===== src/rtl/kss_pkg.sv =====
// Package for the k-smallest selector: widths, parameter defaults and the
// drain-row control struct. No dependencies.
package kss_pkg;

  localparam int K_MAX_DEF      = 16;
  localparam int INDEX_BITS_DEF = 16;
  localparam int DIST_W         = 32;
  localparam int KCFG_W         = 5;
  localparam int RANK_W         = 4;

  localparam logic [KCFG_W-1:0] K_IN_USE_RESET = KCFG_W'(16);

  typedef struct packed {
    logic load;   // take a whole sorted list from the insertion row
    logic shift;  // move every entry one place toward the output
  } drain_ctrl_t;

endpackage


===== src/rtl/kss_cell.sv =====
// One slot of the sorted insertion row of the k-smallest selector.
// Uses kss_pkg; instantiated by k_smallest_selector.
module kss_cell #(
  parameter int POS        = 0,
  parameter int INDEX_BITS = kss_pkg::INDEX_BITS_DEF,
  parameter int CNT_W      = 5
) (
  input  logic                      clk,
  input  logic                      accept,
  input  logic                      ins,
  input  logic [CNT_W-1:0]          cnt_eff,
  input  logic [kss_pkg::DIST_W-1:0] new_dist,
  input  logic [INDEX_BITS-1:0]     new_idx,
  input  logic                      left_gt,
  input  logic [kss_pkg::DIST_W-1:0] left_dist,
  input  logic [INDEX_BITS-1:0]     left_idx,
  output logic                      gt,
  output logic [kss_pkg::DIST_W-1:0] slot_dist,
  output logic [INDEX_BITS-1:0]     idx,
  output logic [kss_pkg::DIST_W-1:0] dist_next,
  output logic [INDEX_BITS-1:0]     idx_next
);

  logic occupied;
  logic take_new;

  assign occupied = CNT_W'(POS) < cnt_eff;
  assign gt       = occupied && (slot_dist > new_dist);
  // the new entry lands at the first slot larger than it, or at the tail
  assign take_new = !left_gt && (gt || (CNT_W'(POS) == cnt_eff));

  always_comb begin
    dist_next = slot_dist;
    idx_next  = idx;
    if (ins) begin
      if (left_gt) begin
        dist_next = left_dist;
        idx_next  = left_idx;
      end else if (take_new) begin
        dist_next = new_dist;
        idx_next  = new_idx;
      end
    end
  end

  always_ff @(posedge clk) begin
    if (accept) begin
      slot_dist <= dist_next;
      idx       <= idx_next;
    end
  end

endmodule


===== src/rtl/kss_drain_cell.sv =====
// One slot of the output drain row: loads a finished list in parallel,
// then shifts toward slot 0 as results are taken. Uses kss_pkg.
module kss_drain_cell #(
  parameter int INDEX_BITS = kss_pkg::INDEX_BITS_DEF
) (
  input  logic                       clk,
  input  kss_pkg::drain_ctrl_t       ctrl,
  input  logic [kss_pkg::DIST_W-1:0] load_dist,
  input  logic [INDEX_BITS-1:0]      load_idx,
  input  logic [kss_pkg::DIST_W-1:0] right_dist,
  input  logic [INDEX_BITS-1:0]      right_idx,
  output logic [kss_pkg::DIST_W-1:0] slot_dist,
  output logic [INDEX_BITS-1:0]      idx
);

  always_ff @(posedge clk) begin
    if (ctrl.load) begin
      slot_dist <= load_dist;
      idx       <= load_idx;
    end else if (ctrl.shift) begin
      slot_dist <= right_dist;
      idx       <= right_idx;
    end
  end

endmodule


===== src/rtl/k_smallest_selector.sv =====
// Top level of the k-smallest selector: insertion row of kss_cell slots
// and output drain row of kss_drain_cell slots. Uses kss_pkg.
//
// Usage: candidates (distance, cand_index, first_of_query, last_of_query)
// arrive on the in_valid/in_ready channel, one transaction per cycle. Each
// candidate is compared against every kept slot at once and inserted by a
// one-step shift of the row, so a candidate is taken every cycle unless held
// off as below. On a candidate marked last_of_query the sorted list is copied
// into the drain row in the same cycle and the insertion row starts empty for
// the next query. Results leave on out_valid/out_ready from the cycle after
// that candidate, one per cycle, nearest first, one result per kept entry, so
// up to k per query (k is the configured count, limited to 1..K_MAX);
// last_result marks the final one.
// While the drain row still holds results, a new last_of_query candidate is
// held off (in_ready low for it only); other candidates keep flowing. A
// stalled receiver just holds the drain row. The user is to write k_in_use
// through cfg_write_en/cfg_write_data while idle; the block itself leaves this
// to the user. Reset empties both rows and sets k_in_use to 16.
module k_smallest_selector #(
  parameter int K_MAX      = kss_pkg::K_MAX_DEF,
  parameter int INDEX_BITS = kss_pkg::INDEX_BITS_DEF
) (
  input  logic                          clk,
  input  logic                          rst,
  input  logic                          cfg_write_en,
  input  logic [kss_pkg::KCFG_W-1:0]    cfg_write_data,
  input  logic                          in_valid,
  output logic                          in_ready,
  input  logic [kss_pkg::DIST_W-1:0]    distance,
  input  logic [INDEX_BITS-1:0]         cand_index,
  input  logic                          first_of_query,
  input  logic                          last_of_query,
  output logic                          out_valid,
  input  logic                          out_ready,
  output logic [kss_pkg::RANK_W-1:0]    rank,
  output logic [kss_pkg::DIST_W-1:0]    nearest_distance,
  output logic [INDEX_BITS-1:0]         nearest_index,
  output logic                          last_result
);

  localparam int CNT_W = $clog2(K_MAX + 1);
  localparam int IW    = (K_MAX > 1) ? $clog2(K_MAX) : 1;

  logic [kss_pkg::KCFG_W-1:0] k_in_use;
  logic [CNT_W-1:0]           cnt;
  logic [CNT_W-1:0]           out_cnt;
  logic [CNT_W-1:0]           out_rank;

  logic [CNT_W-1:0] kef;
  logic [CNT_W-1:0] cnt_eff;
  logic [CNT_W-1:0] cnt_after;
  logic             accept;
  logic             full;
  logic             ins;

  logic [K_MAX-1:0]                gt;
  logic [kss_pkg::DIST_W-1:0]      c_dist      [K_MAX];
  logic [INDEX_BITS-1:0]           c_idx       [K_MAX];
  logic [kss_pkg::DIST_W-1:0]      c_dist_next [K_MAX];
  logic [INDEX_BITS-1:0]           c_idx_next  [K_MAX];
  logic [kss_pkg::DIST_W-1:0]      d_dist      [K_MAX];
  logic [INDEX_BITS-1:0]           d_idx       [K_MAX];
  kss_pkg::drain_ctrl_t            dctrl;

  // clamp configured k into 1..K_MAX
  always_comb begin
    if (k_in_use == '0) begin
      kef = CNT_W'(1);
    end else if (32'(k_in_use) > K_MAX) begin
      kef = CNT_W'(K_MAX);
    end else begin
      kef = CNT_W'(k_in_use);
    end
  end

  always_comb begin
    if (first_of_query) begin
      cnt_eff = '0;
    end else if (cnt > kef) begin
      cnt_eff = kef;
    end else begin
      cnt_eff = cnt;
    end
  end

  assign full      = (cnt_eff == kef);
  assign ins       = !full || gt[IW'(kef - CNT_W'(1))];
  assign cnt_after = full ? cnt_eff : cnt_eff + CNT_W'(1);

  assign in_ready = !(last_of_query && (out_cnt != '0));
  assign accept   = in_valid && in_ready;

  assign out_valid        = (out_cnt != '0);
  assign rank             = kss_pkg::RANK_W'(out_rank);
  assign nearest_distance = d_dist[0];
  assign nearest_index    = d_idx[0];
  assign last_result      = (out_cnt == CNT_W'(1));

  assign dctrl.load  = accept && last_of_query;
  assign dctrl.shift = out_valid && out_ready;

  for (genvar i = 0; i < K_MAX; i++) begin : g_row
    kss_cell #(
      .POS        (i),
      .INDEX_BITS (INDEX_BITS),
      .CNT_W      (CNT_W)
    ) u_cell (
      .clk       (clk),
      .accept    (accept),
      .ins       (ins),
      .cnt_eff   (cnt_eff),
      .new_dist  (distance),
      .new_idx   (cand_index),
      .left_gt   ((i == 0) ? 1'b0 : gt[(i == 0) ? 0 : i - 1]),
      .left_dist (c_dist[(i == 0) ? 0 : i - 1]),
      .left_idx  (c_idx[(i == 0) ? 0 : i - 1]),
      .gt        (gt[i]),
      .slot_dist (c_dist[i]),
      .idx       (c_idx[i]),
      .dist_next (c_dist_next[i]),
      .idx_next  (c_idx_next[i])
    );

    kss_drain_cell #(
      .INDEX_BITS (INDEX_BITS)
    ) u_drain (
      .clk        (clk),
      .ctrl       (dctrl),
      .load_dist  (c_dist_next[i]),
      .load_idx   (c_idx_next[i]),
      .right_dist (d_dist[(i == K_MAX - 1) ? i : i + 1]),
      .right_idx  (d_idx[(i == K_MAX - 1) ? i : i + 1]),
      .slot_dist  (d_dist[i]),
      .idx        (d_idx[i])
    );
  end

  always_ff @(posedge clk) begin
    if (rst) begin
      k_in_use <= kss_pkg::K_IN_USE_RESET;
      cnt      <= '0;
      out_cnt  <= '0;
      out_rank <= '0;
    end else begin
      if (cfg_write_en) begin
        k_in_use <= cfg_write_data;
      end
      if (accept) begin
        cnt <= last_of_query ? '0 : cnt_after;
      end
      // load a finished list, otherwise advance on each taken result
      if (dctrl.load) begin
        out_cnt  <= cnt_after;
        out_rank <= '0;
      end else if (dctrl.shift) begin
        out_cnt  <= out_cnt - CNT_W'(1);
        out_rank <= out_rank + CNT_W'(1);
      end
    end
  end

endmodule

===== config.mk =====
export PLATFORM = sky130hd
export DESIGN_NAME = k_smallest_selector
export DESIGN_NICKNAME = d
export VERILOG_FILES = /design/src/rtl/kss_pkg.sv /design/src/rtl/kss_cell.sv /design/src/rtl/kss_drain_cell.sv /design/src/rtl/k_smallest_selector.sv
export SDC_FILE = /design/constraint.sdc
export NUM_CORES = 2
export LEC_CHECK = 0
export BUFFER_PORTS_ARGS = -buffer_cell sky130_fd_sc_hd__buf_2
export CORE_MARGIN = 2
export CORE_UTILIZATION = 55
export CTS_BUF_LIST = sky130_fd_sc_hd__clkbuf_2 sky130_fd_sc_hd__clkbuf_4 sky130_fd_sc_hd__clkbuf_8
export CTS_CLUSTER_SIZE = 28
export DETAILED_ROUTE_END_ITERATION = 10
export PLACE_DENSITY_LB_ADDON = 0.15
export SYNTH_ARGS = -nofsm -noshare
export SYNTH_HDL_FRONTEND = slang
export SYNTH_SLANG_ARGS = --single-unit

===== constraint.sdc =====
create_clock -name clk -period 27.3 [get_ports clk]
set_clock_uncertainty 0.05 [all_clocks]
set_input_delay 4.095 -clock clk [delete_from_list [all_inputs] [get_ports clk]]
set_output_delay 4.095 -clock clk [all_outputs]
set_load 0.01 [all_outputs]

; After elaboration in Yosys (flattened, before gate mapping)
; Cells that the tools add are included.
[op_classes]
addsub = 4
mul = 0
div_mod_pow = 0
magnitude_cmp = 35
n_eq_ne = 17
shift = 0
muxes = 164
n_bitwise = 0
reduce_logical = 74
[ops]
columns = cell, n
row1 = $mux W32, 77
row2 = $mux W16, 77
row3 = $gt A32 B32 Y1, 16
row4 = $eq A4 B5 Y1 const A, 8
row5 = $lt A4 B5 Y1 const A, 8
row6 = $mux W5, 8
row7 = $logic_and A1 B1 Y1, 35
row8 = $eq A3 B5 Y1 const A, 4
row9 = $lt A3 B5 Y1 const A, 4
row10 = $logic_not A1 Y1, 17
row11 = $logic_or A1 B1 Y1, 17
row12 = $add A5 B1 Y5 const B, 2
row13 = $eq A2 B5 Y1 const A, 2
row14 = $logic_not A5 Y1, 2
row15 = $lt A1 B5 Y1 const A, 2
row16 = $lt A2 B5 Y1 const A, 2
row17 = $eq A1 B5 Y1 const A, 1
row18 = $eq A5 B1 Y1 const B, 1
row19 = $eq A5 B5 Y1, 1
row20 = $gt A5 B5 Y1, 1
row21 = $gt A5 B5 Y1 const B, 1
row22 = $lt A4 B5 Y1 const B, 1
row23 = $reduce_bool A5 Y1, 1
row24 = $sub A5 B1 Y5 const B, 1
row25 = 5 further kinds, 5
[totals]
ff_bits = 1556
latchBits = 0
mem_bits_rw = 0
rom_bits = 0
in_bits = 60
out_inout_bits = 55
wordCells = 362
mem_count = 0

; Longest topological paths before layout
[logic_depth]
depth_word = 14
depth_mapped = 22
mapped_depth_nobuf = 17

; Modules after synthesis
; From an unflattened synthesis, not the netlist that was laid out.
[hier_totals]
hier_cells = 7123
hier_area_um2 = 89992.6
[modules_own_cells]
columns = module, instances, cells_per_inst, area_per_inst_um2, seq_area_each_um2
row1 = kss_drain_cell, 16, 102, 2067.0, 1441.4
row2 = kss_cell (g_row[1].u_cell), 1, 411, 4225.3, 1441.4
row3 = kss_cell (g_row[8].u_cell), 1, 390, 3826.2, 1441.4
row4 = kss_cell (g_row[11].u_cell), 1, 345, 3708.6, 1441.4
row5 = kss_cell (g_row[0].u_cell), 1, 330, 3557.2, 1441.4
row6 = kss_cell (g_row[7].u_cell), 1, 375, 3553.4, 1441.4
row7 = kss_cell (g_row[3].u_cell), 1, 334, 3428.3, 1441.4
row8 = kss_cell (g_row[14].u_cell), 1, 323, 3337.0, 1441.4
row9 = kss_cell (g_row[5].u_cell), 1, 296, 3337.0, 1441.4
row10 = kss_cell (g_row[10].u_cell), 1, 323, 3328.2, 1441.4
row11 = kss_cell (g_row[9].u_cell), 1, 307, 3326.9, 1441.4
row12 = kss_cell (g_row[12].u_cell), 1, 305, 3319.4, 1441.4
row13 = kss_cell (g_row[6].u_cell), 1, 322, 3309.4, 1441.4
row14 = kss_cell (g_row[2].u_cell), 1, 323, 3296.9, 1441.4
row15 = 4 more rows, n/a, n/a, n/a, n/a

; Worst setup path before layout
; No wires, ideal clock.
[synth_path]
path_kind = in2reg
from = in in_valid
to = reg g_row[0].u_drain.idx[0] (enable)
setup_time_ps = 5019
arrival_ps = 16428
t_required_ps = 22231
path_slack_ps = 5803
stages = 4
n_path_buf = 2
path_cell_list = nand3_1 -> clkbuf_1 -> clkbuf_1 -> nand2_1
[synth_between]
elab_chain_cells = 3
[synth_lines]
columns = element, line_no
row1 = from (decl), k_smallest_selector.sv:27  ; input logic in_valid,
row2 = $logic_and A1 B1 Y1, k_smallest_selector.sv:91  ; assign accept = in_valid && in_ready;
row3 = $logic_and A1 B1 Y1, k_smallest_selector.sv:99  ; assign dctrl.load = accept && last_of_query;
row4 = $reduce_bool A2 Y1 (no source line), n/a
row5 = to (signal assigned), kss_drain_cell.sv:19  ; idx <= load_idx;
row6 = to (signal assigned), kss_drain_cell.sv:22  ; idx <= right_idx;
row7 = to (decl), kss_drain_cell.sv:13  ; output logic [INDEX_BITS-1:0] idx
; Every way passes these cells.
; A chain may end at the register's enable or synchronous reset.

; Final worst setup path
[layout_path]
from = in distance[27] (netlist bit)
to = reg g_row[10].u_drain.idx[10] (data pin)
[layout_between]
elab_chain_cells = 8
elab_cells_between_ends = 42
cone_classes = order compare: 16 / mux: 6 / reduce/logical: 20
[layout_lines]
columns = element, line_no
row1 = from (decl), k_smallest_selector.sv:29  ; input logic [kss_pkg::DIST_W-1:0] distance,
row2 = branches (longest 6 deep; another with $gt A32 B32 Y1), n/a
row3 = $mux W16 *, kss_cell.sv:35  ; if (ins) begin
row4 = $mux W16 *, kss_drain_cell.sv:17  ; if (ctrl.load) begin
row5 = to (signal assigned), kss_drain_cell.sv:19
row6 = to (signal assigned), kss_drain_cell.sv:22
row7 = to (decl), kss_drain_cell.sv:13
; Every way passes the cells marked *. The select of a mux whose other input is x is not followed.

==> summary.txt <==
Clock tree
  – CTS HTree Levels: 5
  – Setup bufs post-CTS: 0
  – CTS max path bufs: 4
  – Sink Count: 1555
  – # hold bufs at CTS: 0
  – Clk root buf: clkbuf_8
  – CTS buffer count: 295
  – Clock Latency Late Sink: 1.06 ns
  – Reg clk slew, reported paths: 0.06 ns
  – Number of gates resized after cts: 0
  – CTS tree: yes

Route
  – Via Count: 76.98k
  – Pre-antenna DRT Iters: 7
  – Via/cell ratio: 7.135
  – Post-DRT Antenna Nets: 0
  – Total Routed Length: 299300 um
  – # DRC: 0
  – 1st-iter DRT viols: 9793
  – Post-DR wirelength/cell: 27.75 um

Run status
  – Outcome: complete, no violations

Worst hold path
  – Hold Crit Start: g_row[12].u_drain.slot_dist[26]
  – Hold Crit Class: reg2reg

Layout
  – Fin cells: 10.79k
  – Commonest non-fill, non-tap cell in the layout: edfxtp_1
  – Layout area overhead: 7.002%
  – Ratio of cells with drive above 1 in the final layout: 0.09301
  – Commonest non-fill, non-tap cells in the layout: edfxtp_1, nand2_1, o21ai_0
  – Nets@finish: 8984
  – FILL cells: 13.84k

Synthesis
  – Register area share after synthesis: 0.5042
  – FFs w/ async S/R, synth: 0
  – FF+latch count, synth: 1555
  – Warnings from Yosys: 0
  – Synth Cell Area: 0.09224 sq mm
  – Primary FF master, synth: edfxtp_1
  – Yosys cell types: 92
  – Post-Synthesis Net Count: 9316
  – Mapped Cells: 8732
  – Post-synth EDFFs: 1536
  – Avg Inst Size Synth: 10.56 sq um

Timing
  – Post-route setup TNS: 0 ns
  – Fmax: 82.03 MHz
  – Final Worst Setup Slack: 15.11 ns
  – Final Max Slew Viols: 0
  – Clock period minus worst slack: 12.19 ns
  – Relative slew slack: 0.1388
  – Final setup vio count: 0
  – RSZ-0062 raised after global routing: false
  – Period utilisation layout: 0.4466
  – Final Hold Viols: 0
  – Worst-Margin Slew: 1.280 ns

Pwr
  – VDD IR max: 0.08169 mV
  – PwrDens: 103.6 mW/mm^2
  – Final Power: 0.01022 W
  – Static leakage: 35.19 nW

Global routing
  – Largest net degree at the start of global routing: 197
  – Initial antenna violation count: 6
  – Number of global-route vias before repair: 73.43k
  – First-pass GRT wire length: 455000 um
  – Total Routing Usage GR: 0.3416
  – Total global routing overflow: 0

Placement
  – Port buffer count: 114
  – Dpl hpwl: 186900 um
  – Placed cells: 10.31k
  – Gpl congestion: 1.022
  – Post-place setup slack: 14.27 ns

Die
  – Io pins: 115
  – Die Ht: 413.5 um
  – Die ar.: 0.1710 sq mm
  – Row count: 150
  – Die X: 413.5 um
  – Initial Util: 0.5528
  – Area of the core: 0.1668 sq mm

Worst setup path
  – Worst Path Arrival: 13.03 ns
  – CP Max Fanout: 196
  – Worst path cell trace: buf_2 > inv_1 > buf_4 > ha_1 > nand4_1 > nor4_1 > a221o_1 > a211o_4 > nand4_1 > nand4_1 > o221a_4 > buf_4 > buf_4 > buf_12 > buf_4 > o21ai_0 > a31oi_1
  – Worst r2r src: k_in_use[4]
  – Endpoint class of the critical path: flop
  – Critical path launch point type: input port
  – Critical path class: in2reg
  – Most frequent CP cell: buf_4
  – Crit path from: distance[27]
  – CP max stage cell: nor4_1
  – Max incr delay on CP: 1.09 ns
  – CP Data Required Time: 28.14 ns

Job
  – Max cap viols: 0
## report_power, final
| group | switching, W | leakage (nW) | internal, W | total [W] |
|---|---|---|---|---|
| logic | 0.00213 | 17.5 | 0.00115 | 0.00328 |
| registers | 0.000560 | 14.8 | 0.00417 | 0.00473 |
| clock network | 0.00103 | 2.85 | 0.00119 | 0.00222 |
| total | 0.00371 | 35.2 | 0.00651 | 0.0102 |
## routing by layer
| metal | wire length [um] | track usage | vias up |
|---|---|---|---|
| met4 | 10840 | 0.1318 | 4 |
| li1 | - | - | 34080 |
| met2 | 131900 | 0.5116 | 4581 |
| met1 | 126100 | 0.4926 | 37660 |
| met5 | 23 | 0 | - |
| met3 | 30540 | 0.06224 | 656 |
## through the flow
stage / utilization / area, sq um / hold slack [ns]
floorplan: - / 92240 / 0.4388
global placement: 0.5594 / 93330 / 0.4537
detailed placement: 0.5594 / 93340 / 0.4575
CTS: 0.5915 / 98680 / 0.4567
global route: 0.5915 / 98690 / 0.4911
finish: 0.5915 / 98690 / 0.4644
## worst paths after layout
check	endpoint	slack, ns	cells after the start
setup / recovery	g_row[10].u_drain.idx[10]	15.11	17
hold / removal	g_row[11].u_drain.slot_dist[26]	0.46	2
setup reg to reg	g_row[10].u_drain.idx[10]	18.00	16
hold reg to reg	g_row[11].u_drain.slot_dist[26]	0.46	2
## worst max-delay path, delay by kind of cell
| kind | cells | cell delay, ns |
|---|---|---|
| buf+inv | 7 | 4.32 |
| compound gates | 5 | 2.15 |
| simple gates | 4 | 1.82 |
| fa+ha+maj | 1 | 0.34 |
## state kept, by name, summed over array words and instances, names as in the netlist
signal                   cells
g_row.u_cell.slot_dist     512
cnt                          5
g_row.u_cell.idx           256
k_in_use                     5
out_rank                     4
g_row.u_drain.idx          256
g_row.u_drain.slot_dist    512
out_cnt                      5
## area by class of cell
cell class / count / area, sq um / area share
Inverter: 183 / 701.9 / 0.007112
Clock buffer: 400 / 4911 / 0.04976
Sequential cell: 1555 / 46500 / 0.4712
Antenna cell: 4 / 10.01 / 0.0001014
Tap cell: 2204 / 2758 / 0.02794
Multi-Input combinational cell: 6090 / 41480 / 0.4203
Timing Repair Buffer: 275 / 1889 / 0.01914
Clock inverter: 77 / 435.4 / 0.004412
## synthesized netlist by cell type, drive strengths merged (22+ instances only)
master	instances	share of area
a211o	107	0.010
a211oi	57	0.0047
a21o	76	0.0063
a21oi	376	0.021
a221o	68	0.0074
a221oi	48	0.0046
a22oi	54	0.0044
a2bb2oi	348	0.033
a311oi	23	0.0023
a31oi	175	0.012
a32o	29	0.0031
a32oi	31	0.0029
and2	60	0.0041
buf	286	0.018
clkbuf	618	0.025
edfxtp	1536	0.50
ha	524	0.071
inv	181	0.0074
nand2	861	0.035
nand3	359	0.019
nand4	297	0.020
nor2	355	0.015
nor3	37	0.0020
nor4	98	0.0068
o211ai	351	0.029
o21a	58	0.0047
o21ai	559	0.030
o21bai	22	0.0018
o22a	517	0.049
o22ai	350	0.024
o31ai	63	0.0053
## cell families (layout without fill, tap and decap cells)
logic type / count (synthesis) / after routing / synth area share
AO/OA/AOI/OAI: 3378 / 3378 / 0.2616
XOR/XNOR: 12 / 12 / 0.001139
adder cells (fa/ha/maj): 524 / 524 / 0.07108
buffers and inverters: 1087 / 935 / 0.05022
flip-flops: 1555 / 1555 / 0.5042
multiplexers: 25 / 25 / 0.002849
other: 0 / 4 / 0
AND/OR/NAND/NOR: 2151 / 2151 / 0.1089
(Power assumes the default switching activity.)
